## src/rtl/core/lzwd_pkg.sv

```systemverilog
// ----------------------------------------------------------------------------
// lzwd_pkg
// shared types and constants for the lzw decoder
// ----------------------------------------------------------------------------
`default_nettype none
package lzwd_pkg;
    typedef struct packed {
        logic       mode;
        logic [7:0] in_byte;
    } t_in;

    typedef struct packed {
        logic       out_valid;
        logic [7:0] out_byte;
        logic       last;
        logic       need_byte;
        logic [2:0] status;
    } t_out;

    localparam logic [2:0] ST_RUN  = 3'd0;
    localparam logic [2:0] ST_DONE = 3'd1;
    localparam logic [2:0] ST_LONG = 3'd2;
    localparam logic [2:0] ST_ZERO = 3'd3;
    localparam logic [2:0] ST_OVF  = 3'd4;
endpackage
`default_nettype wire

```

## src/rtl/core/lzwd_fifo.sv

```systemverilog
// ----------------------------------------------------------------------------
// lzwd_fifo
// two-entry queue between the front and the back of the decoder
// ----------------------------------------------------------------------------
`default_nettype none
module lzwd_fifo (
    input  wire logic          i_clk,
    input  wire logic          i_rst_n,
    input  wire logic          i_valid,
    output logic               o_ready,
    input  wire lzwd_pkg::t_in i_data,
    output logic               o_valid,
    input  wire logic          i_ready,
    output lzwd_pkg::t_in      o_data
);
    lzwd_pkg::t_in r_mem [2];
    logic          r_wp, r_rp;
    logic [1:0]    r_cnt;

    assign o_ready = (r_cnt != 2'd2);
    assign o_valid = (r_cnt != 2'd0);
    assign o_data  = r_mem[r_rp];

    always_ff @(posedge i_clk) begin
        if (!i_rst_n) begin
            r_wp  <= 1'b0;
            r_rp  <= 1'b0;
            r_cnt <= 2'd0;
        end else begin
            if (i_valid && o_ready) begin
                r_mem[r_wp] <= i_data;
                r_wp        <= ~r_wp;
            end
            if (o_valid && i_ready) r_rp <= ~r_rp;
            r_cnt <= r_cnt + 2'(i_valid && o_ready) - 2'(o_valid && i_ready);
        end
    end
endmodule
`default_nettype wire

```

## config.mk

```make
export PLATFORM = sky130hd
export DESIGN_NAME = lzwd_fifo
export DESIGN_NICKNAME = d
export VERILOG_FILES = /design/src/rtl/core/lzwd_pkg.sv /design/src/rtl/core/lzwd_fifo.sv
export SDC_FILE = /design/constraint.sdc
export NUM_CORES = 1
export LEC_CHECK = 0
export ABC_AREA = 0
export ABC_CLOCK_PERIOD_IN_PS = 2500
export BUFFER_PORTS_ARGS = -buffer_cell sky130_fd_sc_hd__buf_2
export CORE_ASPECT_RATIO = 1.25
export CORE_MARGIN = 1.5
export CORE_UTILIZATION = 40
export DETAILED_ROUTE_END_ITERATION = 10
export PLACE_DENSITY = 0.69
export SLEW_MARGIN = 30
export SYNTH_ARGS = -nofsm -noshare
export SYNTH_HDL_FRONTEND = slang
export SYNTH_SLANG_ARGS = --single-unit
```

## constraint.sdc

```tcl
create_clock -name i_clk -period 2.5 [get_ports i_clk]
set_clock_uncertainty 0.1 [all_clocks]
set_input_delay 0.5 -clock i_clk [delete_from_list [all_inputs] [get_ports i_clk]]
set_output_delay 0.5 -clock i_clk [all_outputs]
set_load 0.05 [all_outputs]
```

; Word level (Yosys, flattened, before mapping)
; Memory sizes are Yosys's and may differ from the RTL's. A register that Yosys moved wholly into a read port is not among the register bits.
; Cells that the tools add are included.
[totals]
wordCells = 17
ram_bits = 18
inputBits = 13
n_memories = 1
regBits = 4
out_inout_bits = 11
[classes]
n_mux = 5
bitwise_logic = 2
n_reduce_logical = 3
n_addsub = 2
eq_ne = 1
[mem_list]
columns = memory, words, width, rd, rd_ports_with_merged_regs, write_ports, line_no
row1 = r_mem, 2, 9, 1, 1, 1, lzwd_fifo.sv:16  ; lzwd_pkg::t_in r_mem [2];
[op_table]
columns = operator, n
row1 = $mux 1, 5
row2 = $add 2x1->2, 1
row3 = $logic_and 1x1->1, 2
row4 = $ne 2x2->1 const B, 1
row5 = $not 1->1, 2
row6 = $reduce_bool 2->1, 1
row7 = $sub 2x1->2, 1

; Logic depth before layout (Yosys ltp)
; Gate-level depths: netlist of run 1.
[logic_depth]
word_depth = 5
ltp_mapped = 9
ltp_nobuf = 9

; Worst setup path before layout of run 1
; OpenSTA, ideal clock, no wires.
[synth_timing]
kind = reg2reg
startpoint = register r_cnt[0]
endpoint = register r_cnt[1]
path_slack_ns = 0.369
required_ns = 2.285
path_buffers = 0
stages_incl_launch_ff = 10
t_arrival_ns = 1.916
synth_period_minus_slack_ns = 2.131
setup_time_ns = 0.115
cell_sequence = dfxtp_1 > nand2b_1 > and2_4 > inv_1 > ha_1 > inv_1 > ha_1 > xnor2_1 > xnor2_1 > and2_1
[synth_via]
elab_chain_len = 4
word_cells_on_any_way = 6
cone_classes = add/sub: 2 / eq/ne: 1 / reduce/logical: 3
[synth_lines]
columns = item, line_no
row1 = from (decl), lzwd_fifo.sv:18  ; logic [1:0] r_cnt;
row2 = from (signal assigned), lzwd_fifo.sv:35  ; r_cnt <= r_cnt + 2'(i_valid && o_ready) - 2'(o_valid && i_ready);
row3 = $ne 2x2->1, lzwd_fifo.sv:20  ; assign o_ready = (r_cnt != 2'd2);
row4 = named net o_ready, lzwd_fifo.sv:10  ; output logic o_ready,
row5 = $logic_and 1x1->1, lzwd_fifo.sv:35
row6 = $add 2x1->2, lzwd_fifo.sv:35
row7 = $sub 2x1->2, lzwd_fifo.sv:35
; The timed path passes the listed nets, and every way through them passes these cells.
; A chain may end at the register's enable or synchronous reset.

==> results.md, run 1 <==
- Status: finished clean
- Count of clock tree sinks: 23
- Per-cell routed wire length: between 10 and 15 um
- Total global routing track utilization: 9.67%
- Clock group share of total power: 14.4%
- Global-route wire length before repair: around 1800 um
- Sequential-to-total area share from yosys stat: 72.3%
- Synthesized-area fraction occupied by adder cells: 2.82%
- Resized cells post-CTS: 0
- Wire length reported by the detailed router: between 1000 and 1500 um
- Worst setup path category: reg -> out
- Sequential Power Share: 46.8%
- Most used flip-flop cell after synthesis: edfxtp_1
- Endpoints failing hold: 0
- Top cells by instance count after synthesis: 18 x edfxtp_1, 9 x mux2_2, 5 x dfxtp_1, 3 x xnor2_1
- Post-cts hold buffer count: 0
- Required @ worst endpoint: 1.90 ns
- Vias: 493
- Number of antenna violations at the first check in global routing: 0
- Leading cell types by total area after synthesis: edfxtp_1 61%, mux2_2 11%, dfxtp_1 11%
- Vias in the first global route: 456
- Internal power consumption: between 0.0006 and 0.0007 W
- Net count of the mapped netlist: 68
- Final-layout setup total negative slack: 0 ns
- CTS H-Tree Depth: 1
- Routability-driven placement congestion ratio: about 0.6
- Site Rows: 18
- Power density cells: 1020 nW/um2
- Layout cell share with drive strength beyond 1: 50.0%
- Core utilization of the finished layout: 52.1%
- Worst IR drop on VDD: 620 uV
- Data arrival at the endpoint of the critical path: approximately 1.5 ns
- Static leakage: 0.419 nW
- Post-synthesis register bit count: 23
- Post-route minimum period: 2.06 ns
- Drt first pass iters: 3
- Top-area cell type share of the netlist area: 61.0%
- Unrepaired setup endpoints after global routing: false
- Share of flip-flops with an asynchronous set or reset after synthesis: 0%
- Total standard cell area after synthesis: between 800 and 900 um2
- Highest fanout seen on the critical path: 9
- DIE HEIGHT: 55.6 um
- Clock tree from TritonCTS: yes
- Max Fclk: between 400 and 500 MHz
- Area growth from synthesis to layout: 19.2%
- Net total in the final layout: 96
- Clock latency reported for the late side of the worst-skew pair: 0.29 ns
- Part of the power in combinational logic: 38.7%
- CTS buffer count: 3
- Net switching share of the total power: between 30% and 40%
- Number of slew-limit violations in the final report: 0
- Worst min path class: in -> reg
- Syn. warnings: 0
- First-iteration detailed-routing DRC count: 1
- IO buf count: 23
- Number of enable flip-flop cells after synthesis: 18
- Simple-gate area share of the yosys netlist: under 10%
- Top-level I/O count: 24
- Synth unique cells: 18
- Worst slew pin tran: approximately 0.40 ns
- Top-count cell post-synth: edfxtp_1
- Maximum number of pins on one net before global-route repair: 14
- Final critical-path share of the clock period: 82.6%
- Endpoint type of the worst setup path: output pin
- Slew margin rel.: roughly 73%
- Dominant combinational cell family by area after synthesis: multiplexers
- Kind of start point of the critical path: flop
- Post-Syn Instances: 53
- Total inserted antenna cells: 0
- Post-synthesis mux area share: 11.4%
- Detailed placement HPWL: 900 um
- Area of the placeable core: between 2000 and 2500 um2
- Post-synthesis share of cell area spent on xor and xnor gates: under 10%
- Detail Route Antenna Nets: 0
- Max Cap Violations: 0
- Dominant cell type by area after synthesis: edfxtp_1
- Clock transition at path regs: 0.12 ns
- Number of buffers on the longest clock path: 2
- Mean number of vias per cell: about 4.9
- Die area: around 2500 um2
- Final critical-path setup slack: 0.436 ns
- Pre-CTS setup slack: 0.643 ns
- Area fraction in compound gates after synthesis: 1.69%
- # Post-CTS Setup Buffers: 0
- Width of the chip: between 40 and 50 um
- Sw power: ~0.0004 W
- Remaining global-route overflow: 0
- Initial Utilization: between 40 and 50%
- Mean instance size in the synthesized netlist: approximately 17 um2
- Residual DRC count: 0
- Final setup violation count: 0
- Root cell of the clock tree: clkbuf_4
final timing paths:
kind | from | end | slack [ns] | cells past startpoint
worst max-delay path | flop | o_data[0] | 0.44 | 2
worst min register to register | r_wp$_SDFFE_PN0P_ | r_wp$_SDFFE_PN0P_ | 0.40 | 2
worst max register to register | r_cnt[0]$_SDFF_PN0_ | r_cnt[1]$_SDFF_PN0_ | 0.69 | 9
worst min-delay path | i_data[0] | r_mem[1][0]$_DFFE_PP_ | 0.29 | 1
power by group through the flow:
stage | logic, W | clock network (W) | registers, W
after floorplan | 0.000361 | 0 | 0.000491
after global placement | 0.000415 | 0 | 0.000513
after detailed placement | 0.000421 | 0 | 0.000515
after CTS | 0.000422 | 0.000162 | 0.000506
after global routing | 0.000444 | 0.000182 | 0.000512
final | 0.000418 | 0.000156 | 0.000505
through the flow:
stage	instances	hold WS (ns)	power, W	cell area [um2]
2_1_floorplan	53	0.367	0.000852	886
3_3_place_gp	96	0.383	0.000929	1030
3_5_place_dp	96	0.389	0.000936	1030
4_1_cts	100	0.281	0.00109	1060
5_1_grt	100	0.265	0.00114	1060
6_report	100	0.289	0.00108	1060
cells in the final DEF (no fill, tap or decap):
| master | count |
|---|---|
| nand3_1 | 1 |
| nor2b_1 | 2 |
| xnor2_1 | 3 |
| and3_1 | 1 |
| nand2_1 | 1 |
| ha_1 | 2 |
| o21a_2 | 1 |
| inv_1 | 2 |
| and2_1 | 2 |
| clkbuf_4 | 3 |
| mux2_2 | 9 |
| clkinv_2 | 1 |
| nor2_1 | 1 |
| dfxtp_1 | 5 |
| edfxtp_1 | 18 |
| o22ai_1 | 1 |
| buf_4 | 1 |
| or2_2 | 1 |
| buf_2 | 23 |
| and2_4 | 1 |
| nand2b_1 | 1 |
final cells by class:
type | instances | area, um2
flip-flops and latches | 23 | 641
clock inverters | 1 | 5.00
repair buffers | 24 | 123
clock buffers | 3 | 22.5
well taps | 20 | 25.0
fillers | 178 | 971
inverters | 2 | 7.51
multi-input cells | 27 | 233
flip-flops by register name, indices dropped and copies added (netlist names), named ones only:
signal / count
r_cnt: 2
r_mem: 18
r_rp: 1
r_wp: 1
worst max-delay path, stage by stage (launching register included):
cell	delay (ns)
dfxtp_1	0.58
mux2_2	0.38
buf_2	0.21
logic make-up (layout without fill, tap and decap cells):
logic type | count (synthesis) | in the layout
mux | 9 | 9
buf+inv | 3 | 30
simple gates | 11 | 11
xor+xnor | 3 | 3
fa+ha+maj | 2 | 2
compound gates | 2 | 2
flops | 23 | 23
per-layer routing:
layer	GRT usage [%]	up-vias	part of all wire, %
met1	10.8	230	42
li1	-	245	-
met5	0	-	0
met2	15.9	16	49
met4	3.78	0	0.93
met3	3.90	2	7.3
Power figures use the tool's default switching activity.
==> inputs of run 2 (changes only) <==
--- a/config.mk
+++ b/config.mk
@@ -6,7 +6,7 @@
 export NUM_CORES = 1
 export LEC_CHECK = 0
 export ABC_AREA = 0
-export ABC_CLOCK_PERIOD_IN_PS = 2500
+export ABC_CLOCK_PERIOD_IN_PS = 2100
 export BUFFER_PORTS_ARGS = -buffer_cell sky130_fd_sc_hd__buf_2
 export CORE_ASPECT_RATIO = 1.25
 export CORE_MARGIN = 1.5
==> constraint.sdc (replaced) <==
create_clock -name i_clk -period 2.1 [get_ports i_clk]
set_clock_uncertainty 0.1 [all_clocks]
set_input_delay 0.42 -clock i_clk [delete_from_list [all_inputs] [get_ports i_clk]]
set_output_delay 0.42 -clock i_clk [all_outputs]
set_load 0.05 [all_outputs]
==> run 2 against run 1 <==
Compared with the run above:
- combinational power up 20%
- setup slack worse by 0.31 ns
- sequential cell count unchanged
- final cell count unchanged
- final area up 0.12%
- clock power up 20%
- die area unchanged
- critical endpoint is now o_data[6]
==> results.md, run 2 (synthesis results as in run 1) <==
- IO buf count: 23 (unchanged)
- Endpoints failing hold: 0 (unchanged)
- Resized cells post-CTS: 0 (unchanged)
- Die area: 2510 um2 (unchanged)
- Data arrival at the endpoint of the critical path: 1.45 ns (about the same)
- Vias in the first global route: 488 (+7.0%)
- DIE HEIGHT: 55.6 um (unchanged)
- Placed Cells: 96 (unchanged)
- Fill count: 190 (+6.7%)
- Drt first pass iters: 4 (+1)
- Setup slack, reg-to-reg: 0.32 ns (-0.37 ns)
- Final critical-path setup slack: 0.128 ns (-0.308 ns)
- Final setup violation count: 0 (unchanged)
- Flip-flop count of the largest register, all copies and words added: 18 (unchanged)
- Vias: 494 (+0.20%)
- Final-layout setup total negative slack: 0 ns (unchanged)
- Routed metal-1 wire length: 492 um (-2.0%)
- Non-filler cells in the finished layout: 100 (unchanged)
- Largest registers: r_mem x18, r_cnt x2
- Clock latency reported for the late side of the worst-skew pair: 0.29 ns (about the same)
- Detail Route Antenna Nets: 0 (unchanged)
- Required @ worst endpoint: 1.58 ns (-0.32 ns)
- Worst IR drop on VDD: 752 uV (+21%)
- RR Endpoint: r_cnt[1]$_SDFF_PN0_
- Routability-driven placement congestion ratio: 0.593 (-2.3%)
- Post-route minimum period: approximately 2.0 ns
- Worst slew pin tran: 0.426 ns (+0.0294 ns)
- Clock transition at path regs: 0.11 ns (about the same)
- Net total in the final layout: 96 (unchanged)
- Area growth from synthesis to layout: 19.3%
- Hold wc startpoint: i_data[0]
- Final critical-path share of the clock period: 93.9%
- Clock tree from TritonCTS: yes
- CTS buffer count: 3 (unchanged)
- Kind of start point of the critical path: flop
- Max incr delay on CP: 0.57 ns (about the same)
- Remaining global-route overflow: 0 (unchanged)
- Highest fanout seen on the critical path: 9 (unchanged)
- Amount of wire on met3 after detailed routing: 71 um (-18%)
- Uppermost signal routing layer after detailed routing: met4
- Status: finished clean
- Post-route standard cell area excluding fillers: 1060 um2 (+0.12%)
- Site Rows: 18 (unchanged)
- Ordered cell list for the critical path: mux2_2 > buf_2
- Total global routing track utilization: 10.4% (+0.71 points)
- Max Cap Violations: 0 (unchanged)
- Power density cells: 1220 nW/um2 (+19%)
- Reg-to-reg critical path startpoint: r_cnt[0]$_SDFF_PN0_
- Number of antenna violations at the first check in global routing: 0 (unchanged)
- Detailed-routed wire length on met2: 569 um (-3.1%)
- Slew margin rel.: 71.6% (-1.9 points)
- Core utilization of the finished layout: 52.2% (+0.062 points)
- Endpoint type of the worst setup path: output pin
- Root cell of the clock tree: clkbuf_4
- Commonest non-fill, non-tap cell in the layout: buf_2
- Maximum number of pins on one net before global-route repair: 13 (-1)
- Global-route wire length before repair: 1950 um (+9.3%)
- First-iteration detailed-routing DRC count: 2 (+1)
- Number of instances on the worst hold path: 1 (unchanged)
- Mean number of vias per cell: 4.94 (+0.20%)
- DP Area: 1030 um2 (+0.24%)
- Width of the chip: 45.1 um (unchanged)
- Total inserted antenna cells: 0 (unchanged)
- Per-cell routed wire length: 11.5 um (-3.5%)
- Post-cts hold buffer count: 0 (unchanged)
- Worst setup path category: reg -> out
- Initial Utilization: 43.7% (unchanged)
- Top-level I/O count: 24 (unchanged)
- Area of the placeable core: 2030 um2 (unchanged)
- Max Fclk: 507 MHz
- Critical-path cell with the highest stage delay: dfxtp_1
- Pre-CTS setup slack: 0.333 ns (-0.310 ns)
- Layout cell share with drive strength beyond 1: 50.0% (unchanged)
- Static leakage: 0.417 nW (-0.57%)
- Endpoint of the worst hold path: r_mem[0][0]$_DFFE_PP_
- Number of buffers on the longest clock path: 2 (unchanged)
- Unrepaired setup endpoints after global routing: false
- Reg with most FFs: r_mem
- CTS H-Tree Depth: 1 (unchanged)
- Number of slew-limit violations in the final report: 0 (unchanged)
- # Post-CTS Setup Buffers: 0 (unchanged)
- Detailed placement HPWL: 834 um (-7.3%)
- Wire length reported by the detailed router: 1150 um (-3.5%)
- Leading cell types in the layout, fill and taps excluded: 23 x buf_2, 18 x edfxtp_1, 9 x mux2_2, 5 x dfxtp_1
- Worst Reg2Reg Path Length in Cells: 9 (unchanged)
- Count of clock tree sinks: 23 (unchanged)
- Residual DRC count: 0 (unchanged)
- Worst min path class: in -> reg
-- run 2: cell types whose count changed in the layout (fill, tap and decap cells not counted), sizes merged --
cell,delta
clkbuf,+1
clkinv,-1
-- run 2: report_power, final --
| group | switching [W] | internal [W] |
|---|---|---|
| Clock | 0.000113 | 0.0000737 |
| Sequential | 0.0000488 | 0.000553 |
| Combinational | 0.000320 | 0.000180 |
| Total | 0.000482 | 0.000807 |
-- run 2: final cells by class --
type / count / area (um2) / area share (%)
sequential: 23 / 641 / 60.6
multi-input combinational: 27 / 235 / 22.2
tap: 20 / 25.0 / 2.37
timing repair buffer: 24 / 123 / 11.6
clock buffer: 4 / 26.3 / 2.49
inverter: 2 / 7.51 / 0.710
-- run 2: routing by layer --
metal | vias up | track usage [%]
met3 | 2 | 3.25
li1 | 249 | -
met2 | 16 | 17.8
met4 | 0 | 3.78
met1 | 227 | 11.6
met5 | - | 0
-- run 2: how the worst max path moves through the flow --
stage,slack [ns],cells past startpoint,endpoint,startpoint
2_1_floorplan,0.17,9,r_cnt[1]$_SDFF_PN0_,r_cnt[0]$_SDFF_PN0_
3_3_place_gp,0.36,9,r_cnt[1]$_SDFF_PN0_,i_valid
3_5_place_dp,0.33,9,r_cnt[1]$_SDFF_PN0_,i_valid
4_1_cts,0.1,2,o_data[0],flop
5_1_grt,0.02,2,o_data[1],flop
6_report,0.13,2,o_data[6],flop
-- run 2: worst max-delay path, delay by kind of cell, from the launching register on --
kind     cells  cell delay (ns)
flops        1             0.57
buf+inv      1             0.21
mux          1             0.38
-- run 2: through the flow --
stage | hold slack (ns) | total power [W]
4_1_cts | 0.207 | 0.00130
2_1_floorplan | 0.367 | 0.00102
3_3_place_gp | 0.379 | 0.00111
5_1_grt | 0.190 | 0.00136
3_5_place_dp | 0.386 | 0.00112
6_report | 0.210 | 0.00129
